**src/design/yuvbgr_pkg.sv**
```systemverilog
package yuvbgr_pkg;

   // fixed-point scale of the coefficients
   localparam int FRAC_BITS = 20;
   // product and sum widths: the largest product stays below 2^29
   localparam int PROD_W = 30;
   localparam int SUM_W = 31;
   // a channel after the shift, about -260..540
   localparam int CH_W = SUM_W - FRAC_BITS;
   // g + 3r before its shift
   localparam int YEL_W = CH_W + 2;

   localparam logic [7:0] LUMA_FLOOR = 8'd16;

   localparam logic signed [PROD_W-1:0] COEF_Y = 30'sd1220542;
   localparam logic signed [PROD_W-1:0] COEF_UB = 30'sd2116026;
   localparam logic signed [PROD_W-1:0] COEF_UG = -30'sd409993;
   localparam logic signed [PROD_W-1:0] COEF_VG = -30'sd852492;
   localparam logic signed [PROD_W-1:0] COEF_VR = 30'sd1673527;
   localparam logic signed [SUM_W-1:0] ROUND_HALF = SUM_W'(1) <<< (FRAC_BITS - 1);

   typedef logic signed [PROD_W-1:0] prod_type;
   typedef logic signed [SUM_W-1:0] sum_type;
   typedef logic signed [CH_W-1:0] chan_type;

   function automatic logic [7:0] sat8(input chan_type x);
      logic [7:0] r;
      if (x < 0) begin
         r = 8'd0;
      end else if (x > chan_type'(255)) begin
         r = 8'd255;
      end else begin
         r = x[7:0];
      end
      return r;
   endfunction

endpackage

```
**src/design/yuv422_pair_to_bgr_and_yellow_gray_core.sv**
```systemverilog
// an accepted req word passes through the s1, s2, s3 and rsp registers in order to its rsp word
// throughput: one pixel pair per cycle while the pipe is not halted; a four-stage multiply/add/saturate pipe
// the whole pipe advances together and halts while rsp_tvalid is high and rsp_tready low
// reset: synchronous, active high; clears the stage valid bits only
module yuv422_pair_to_bgr_and_yellow_gray_core
   import yuvbgr_pkg::*;
(
   input  logic        clock,
   input  logic        reset,
   input  logic        req_tvalid,
   output logic        req_tready,
   // luma_first, luma_second, chroma_blue, chroma_red
   input  logic [31:0] req_tdata,
   output logic        rsp_tvalid,
   input  logic        rsp_tready,
   // blue_first, green_first, red_first, blue_second, green_second, red_second,
   // yellow_first, yellow_second
   output logic [63:0] rsp_tdata
);

   logic advance;

   // stage 1: luma clamp and chroma offset
   logic       s1_valid_ff, s1_valid_in;
   logic [7:0] y0_ff, y0_in, y1_ff, y1_in;
   logic signed [7:0] u_ff, u_in, v_ff, v_in;

   // stage 2: products
   logic     s2_valid_ff;
   prod_type t0_ff, t0_in, t1_ff, t1_in;
   prod_type pr_ff, pr_in, pb_ff, pb_in, pgu_ff, pgu_in, pgv_ff, pgv_in;

   // stage 3: rounded, shifted channels
   logic     s3_valid_ff;
   chan_type r0_ff, r0_in, g0_ff, g0_in, b0_ff, b0_in;
   chan_type r1_ff, r1_in, g1_ff, g1_in, b1_ff, b1_in;

   // stage 4: saturated output word
   logic        rsp_valid_ff;
   logic [63:0] rsp_data_ff, rsp_data_in;

   assign advance = !rsp_valid_ff || rsp_tready;
   assign req_tready = advance;
   assign s1_valid_in = req_tvalid;

   always_comb begin
      logic [7:0] lf, ls, cb, cr;
      lf = req_tdata[7:0];
      ls = req_tdata[15:8];
      cb = req_tdata[23:16];
      cr = req_tdata[31:24];
      y0_in = (lf < LUMA_FLOOR) ? 8'd0 : lf - LUMA_FLOOR;
      y1_in = (ls < LUMA_FLOOR) ? 8'd0 : ls - LUMA_FLOOR;
      // subtracting 128 is flipping the top bit
      u_in = signed'({~cb[7], cb[6:0]});
      v_in = signed'({~cr[7], cr[6:0]});
   end

   always_comb begin
      prod_type y0x, y1x, ux, vx;
      y0x = prod_type'(signed'({1'b0, y0_ff}));
      y1x = prod_type'(signed'({1'b0, y1_ff}));
      ux = prod_type'(u_ff);
      vx = prod_type'(v_ff);
      t0_in = y0x * COEF_Y;
      t1_in = y1x * COEF_Y;
      pr_in = vx * COEF_VR;
      pb_in = ux * COEF_UB;
      pgu_in = ux * COEF_UG;
      pgv_in = vx * COEF_VG;
   end

   always_comb begin
      sum_type sr0, sg0, sb0, sr1, sg1, sb1, gsum;
      gsum = sum_type'(pgu_ff) + sum_type'(pgv_ff);
      sr0 = sum_type'(t0_ff) + sum_type'(pr_ff) + ROUND_HALF;
      sg0 = sum_type'(t0_ff) + gsum + ROUND_HALF;
      sb0 = sum_type'(t0_ff) + sum_type'(pb_ff) + ROUND_HALF;
      sr1 = sum_type'(t1_ff) + sum_type'(pr_ff) + ROUND_HALF;
      sg1 = sum_type'(t1_ff) + gsum + ROUND_HALF;
      sb1 = sum_type'(t1_ff) + sum_type'(pb_ff) + ROUND_HALF;
      // floor shift: keep the top bits of the two's complement sum
      r0_in = sr0[SUM_W-1:FRAC_BITS];
      g0_in = sg0[SUM_W-1:FRAC_BITS];
      b0_in = sb0[SUM_W-1:FRAC_BITS];
      r1_in = sr1[SUM_W-1:FRAC_BITS];
      g1_in = sg1[SUM_W-1:FRAC_BITS];
      b1_in = sb1[SUM_W-1:FRAC_BITS];
   end

   always_comb begin
      logic signed [YEL_W-1:0] ys0, ys1;
      // yellow gray from the unsaturated channels
      ys0 = YEL_W'(g0_ff) + YEL_W'(r0_ff) + (YEL_W'(r0_ff) <<< 1);
      ys1 = YEL_W'(g1_ff) + YEL_W'(r1_ff) + (YEL_W'(r1_ff) <<< 1);
      rsp_data_in = {sat8(ys1[YEL_W-1:2]), sat8(ys0[YEL_W-1:2]),
                     sat8(r1_ff), sat8(g1_ff), sat8(b1_ff),
                     sat8(r0_ff), sat8(g0_ff), sat8(b0_ff)};
   end

   always_ff @(posedge clock) begin
      if (reset) begin
         s1_valid_ff <= 1'b0;
         s2_valid_ff <= 1'b0;
         s3_valid_ff <= 1'b0;
         rsp_valid_ff <= 1'b0;
      end else if (advance) begin
         s1_valid_ff <= s1_valid_in;
         s2_valid_ff <= s1_valid_ff;
         s3_valid_ff <= s2_valid_ff;
         rsp_valid_ff <= s3_valid_ff;
      end
   end

   always_ff @(posedge clock) begin
      if (advance) begin
         y0_ff <= y0_in;
         y1_ff <= y1_in;
         u_ff <= u_in;
         v_ff <= v_in;
         t0_ff <= t0_in;
         t1_ff <= t1_in;
         pr_ff <= pr_in;
         pb_ff <= pb_in;
         pgu_ff <= pgu_in;
         pgv_ff <= pgv_in;
         r0_ff <= r0_in;
         g0_ff <= g0_in;
         b0_ff <= b0_in;
         r1_ff <= r1_in;
         g1_ff <= g1_in;
         b1_ff <= b1_in;
         rsp_data_ff <= rsp_data_in;
      end
   end

   assign rsp_tvalid = rsp_valid_ff;
   assign rsp_tdata = rsp_data_ff;

endmodule

```
**config.mk**
```make
export PLATFORM = sky130hd
export DESIGN_NAME = yuv422_pair_to_bgr_and_yellow_gray_core
export DESIGN_NICKNAME = d
export VERILOG_FILES = /design/src/design/yuvbgr_pkg.sv /design/src/design/yuv422_pair_to_bgr_and_yellow_gray_core.sv
export SDC_FILE = /design/constraint.sdc
export NUM_CORES = 2
export LEC_CHECK = 0
export BUFFER_PORTS_ARGS = -buffer_cell sky130_fd_sc_hd__buf_2
export CAP_MARGIN = 40
export CELL_PAD_IN_SITES_DETAIL_PLACEMENT = 1
export CELL_PAD_IN_SITES_GLOBAL_PLACEMENT = 2
export CORE_MARGIN = 1.5
export CORE_UTILIZATION = 40
export CTS_CLUSTER_SIZE = 8
export DETAILED_ROUTE_END_ITERATION = 10
export PLACE_DENSITY = 0.75
export SETUP_SLACK_MARGIN = 0.02
export SYNTH_ARGS = -nofsm -noshare
export SYNTH_HDL_FRONTEND = slang
export SYNTH_SLANG_ARGS = --single-unit
```
**constraint.sdc**
```tcl
create_clock -name clock -period 17.45 [get_ports clock]
set_input_delay 2.6175 -clock clock [delete_from_list [all_inputs] [get_ports clock]]
set_output_delay 2.6175 -clock clock [all_outputs]
set_load 0.02 [all_outputs]
```
==> insert_results.sql <==
INSERT INTO impl_metrics (metric_group, metric, value, unit) VALUES
('outcome', 'status', 'completed', ''),
('cells_and_area', 'nets', '4633', ''),
('timing', 'pins_over_slew_limit', '0', ''),
('timing', 'timing_hold_violations_final', '0', ''),
('cts', 'cts_setup_buffers', '0', ''),
('yosys', 'asyncSetResetFlopFracSynth', '0', ''),
('setup_path', 'critical_path.slowest_cell', 'sky130_fd_sc_hd__nand2b_4', ''),
('yosys', 'synthDominantCellAreaShare', '0.273', ''),
('placed_design', 'globalplace.congestion', '0.861', ''),
('global_routing', 'grt_max_degree', '144', ''),
('floorplanning', 'die_x', '304', 'µm'),
('setup_path', 'setup.reg_to_reg.worst_slack', '11.34', 'ns'),
('cts', 'clock_sinks', '334', ''),
('yosys', 'cell_count_after_synthesis', '3414', ''),
('cts', 'clockRootBuffer', 'sky130_fd_sc_hd__clkbuf_16', ''),
('placed_design', 'dp_hpwl', '80900', 'µm'),
('drt', 'detailroute.via_count', '25000', ''),
('drt', 'drt_drc_violations_left', '0', ''),
('timing', 'worstMarginPinSlew', '1.04', 'ns'),
('yosys', 'synth_fa_ha_area_frac', '0.414', ''),
('setup_path', 'cp.arrival', '3.58', 'ns'),
('yosys', 'dominant_combinational_cell_family_by_area_after_synthesis', 'adder cells', ''),
('floorplanning', 'core_area', '0.0900', 'mm²'),
('cts', 'hold_buffers', '0', ''),
('worst_hold_path', 'timing.hold.worst_endpoint', 'rsp_tvalid', ''),
('worst_hold_path', 'min_delay_path_depth', '2', ''),
('yosys', 'avgSynthCellArea', '10.6', 'µm²'),
('cts', 'cts_htree_levels', '2', ''),
('cts', 'maximum_buffer_depth_of_the_clock_tree', '3', ''),
('setup_path', 'worstPathMaxFanout', '58', ''),
('yosys', 'yosys.area.top_type', 'sky130_fd_sc_hd__edfxtp_1', ''),
('setup_path', 'crit_path_frequent_cell', 'sky130_fd_sc_hd__buf_2', ''),
('yosys', 'synthMuxAreaShare', '0.00138', ''),
('timing', 'setup_viol', '0', ''),
('yosys', 'synth-compound-area-share', '0.116', ''),
('setup_path', 'timing.critical_path.to_type', 'output pin', ''),
('setup_path', 'worst_path_largest_cell_delay', '0.59', 'ns'),
('timing', 'worst_slew_margin_rel', '0.304', ''),
('yosys', 'synth_enable_flop_cells', '330', ''),
('yosys', 'ys_top_cells_by_area', 'sky130_fd_sc_hd__edfxtp_1, sky130_fd_sc_hd__ha_1, sky130_fd_sc_hd__fa_1', ''),
('global_routing', 'globalRoute.totalOverflow', '0', ''),
('yosys', 'ys_seq_elements', '334', ''),
('worst_hold_path', 'min_path_type', 'reg -> reg', ''),
('timing', 'timing.final.crit_share', '0.355', ''),
('yosys', 'synthXorXnorAreaFrac', '0.0567', ''),
('yosys', 'synthDistinctLibCells', '66', ''),
('yosys', 'syn-num-nets', '4488', ''),
('setup_path', 'critical_path.cell_chain', 'buf_2 > nand2b_4 > buf_2', ''),
('cts', 'tritoncts', 'yes', ''),
('floorplanning', 'floorplan.initialDensity', '0.403', ''),
('global_routing', 'first_global_vias', '26700', ''),
('drt', 'detail_route.vias_per_cell', '5.25', ''),
('yosys', 'yosys.cell_count.top_type', 'sky130_fd_sc_hd__ha_1', ''),
('drt', 'drtPass1Iterations', '5', ''),
('cells_and_area', 'drive_above_1_share', '0.0547', ''),
('cts', 'clock_latency', '0.63', 'ns'),
('global_routing', 'grt_pass1_wl', '153000', 'µm'),
('timing', 'finalClockSkew', '0.0302', 'ns'),
('timing', 'maximum_frequency_from_static_timing_analysis', '161', 'MHz'),
('floorplanning', 'num_rows', '110', ''),
('setup_path', 'r2r_cells', '22', ''),
('cts', 'post_cts.resized_instances', '0', ''),
('yosys', 'mappedNetlistArea', '0.0363', 'mm²'),
('yosys', 'yosys.area_share.simple', '0.0751', ''),
('floorplanning', 'die_height', '304', 'µm'),
('cts', 'clkSlewWorstSetupHoldPaths', '0.05', 'ns'),
('yosys', 'most_frequently_used_flop_master_after_synthesis', 'sky130_fd_sc_hd__edfxtp_1', ''),
('drt', 'route.final.wire_length', '95100', 'µm'),
('drt', 'ant_nets', '0', ''),
('yosys', 'yosys_warnings', '0', ''),
('setup_path', 'worst-endpoint-required', '14.83', 'ns');
-- layout make-up --
class	instances	area, µm²
Timing Repair Buffer	106	572
Clock inverter	10	164
Sequential cell	334	9990
Clock buffer	69	1370
Fill cell	9979	50200
Multi-Input combinational cell	2486	24100
Antenna cell	3	7.51
Inverter	580	2180
Tap cell	1176	1470
-- cells in the final DEF (no fill, tap or decap), drive strengths merged, types with 44 or more instances in the layout --
master  count
edfxtp    330
fa        274
ha        764
a21o      110
xor2       76
nand2      90
clkbuf     69
xnor2     159
buf       106
o21ai     118
a21oi     184
inv       581
nand3      44
nor2      209
-- metrics by stage --
step | util | area (µm²) | instances | setup WS, ns | hold slack [ns]
floorplan | - | 36300 | 3414 | 2.90 | 0.419
global placement | 0.425 | 38300 | 4680 | 11.22 | 0.457
detailed placement | 0.426 | 38300 | 4682 | 11.21 | 0.448
CTS | 0.443 | 39800 | 4761 | 11.21 | 0.455
global route | 0.443 | 39800 | 4762 | 10.71 | 0.496
finish | 0.443 | 39800 | 4764 | 11.25 | 0.450
-- sequential cells by signal (all words and copies together) (netlist names), 11 cells and up --
register   count
b0_ff         11
b1_ff         11
g0_ff         11
g1_ff         11
pb_ff         28
pgu_ff        28
pgv_ff        26
pr_ff         30
r0_ff         11
r1_ff         11
rsp_tdata     64
t0_ff         28
t1_ff         28
-- cells by family (layout without fill, tap and decap cells) --
| group | Yosys count | after routing |
|---|---|---|
| fa+ha+maj | 1038 | 1038 |
| compound gates | 643 | 643 |
| buf+inv | 594 | 765 |
| simple gates | 565 | 565 |
| flops | 334 | 334 |
| xor+xnor | 235 | 235 |
| mux | 5 | 5 |
| other cells | 0 | 3 |
-- worst max-delay path, delay by kind of cell --
family                 cells  cell delay, ns
buffers and inverters      2            0.37
AND/OR/NAND/NOR            1            0.59
-- worst max path at each step --
stage | cells past startpoint | to | startpoint | slack, ns
after global routing | 22 | g1_ff[10] | pgu_ff[2] | 10.71
after floorplan | 2 | req_tready | rsp_tready | 2.90
final | 3 | req_tready | rsp_tready | 11.25
after detailed placement | 3 | req_tready | rsp_tready | 11.21
after CTS | 3 | req_tready | rsp_tready | 11.21
after global placement | 3 | req_tready | rsp_tready | 11.22
-- per-layer routing --
metal  part of all wire  up-vias  track usage  wire [µm]
li1                   -    12200            -          -
met1               0.48    12300        0.286      45200
met2               0.47      313        0.358      44800
met3              0.030      105       0.0260       2870
met4              0.022        4       0.0519       2050
met5             0.0011        -            0        109
Power is left out: the tool's default activity adds up to more than one toggle a clock period on the data nets, which glitch-free logic cannot reach.
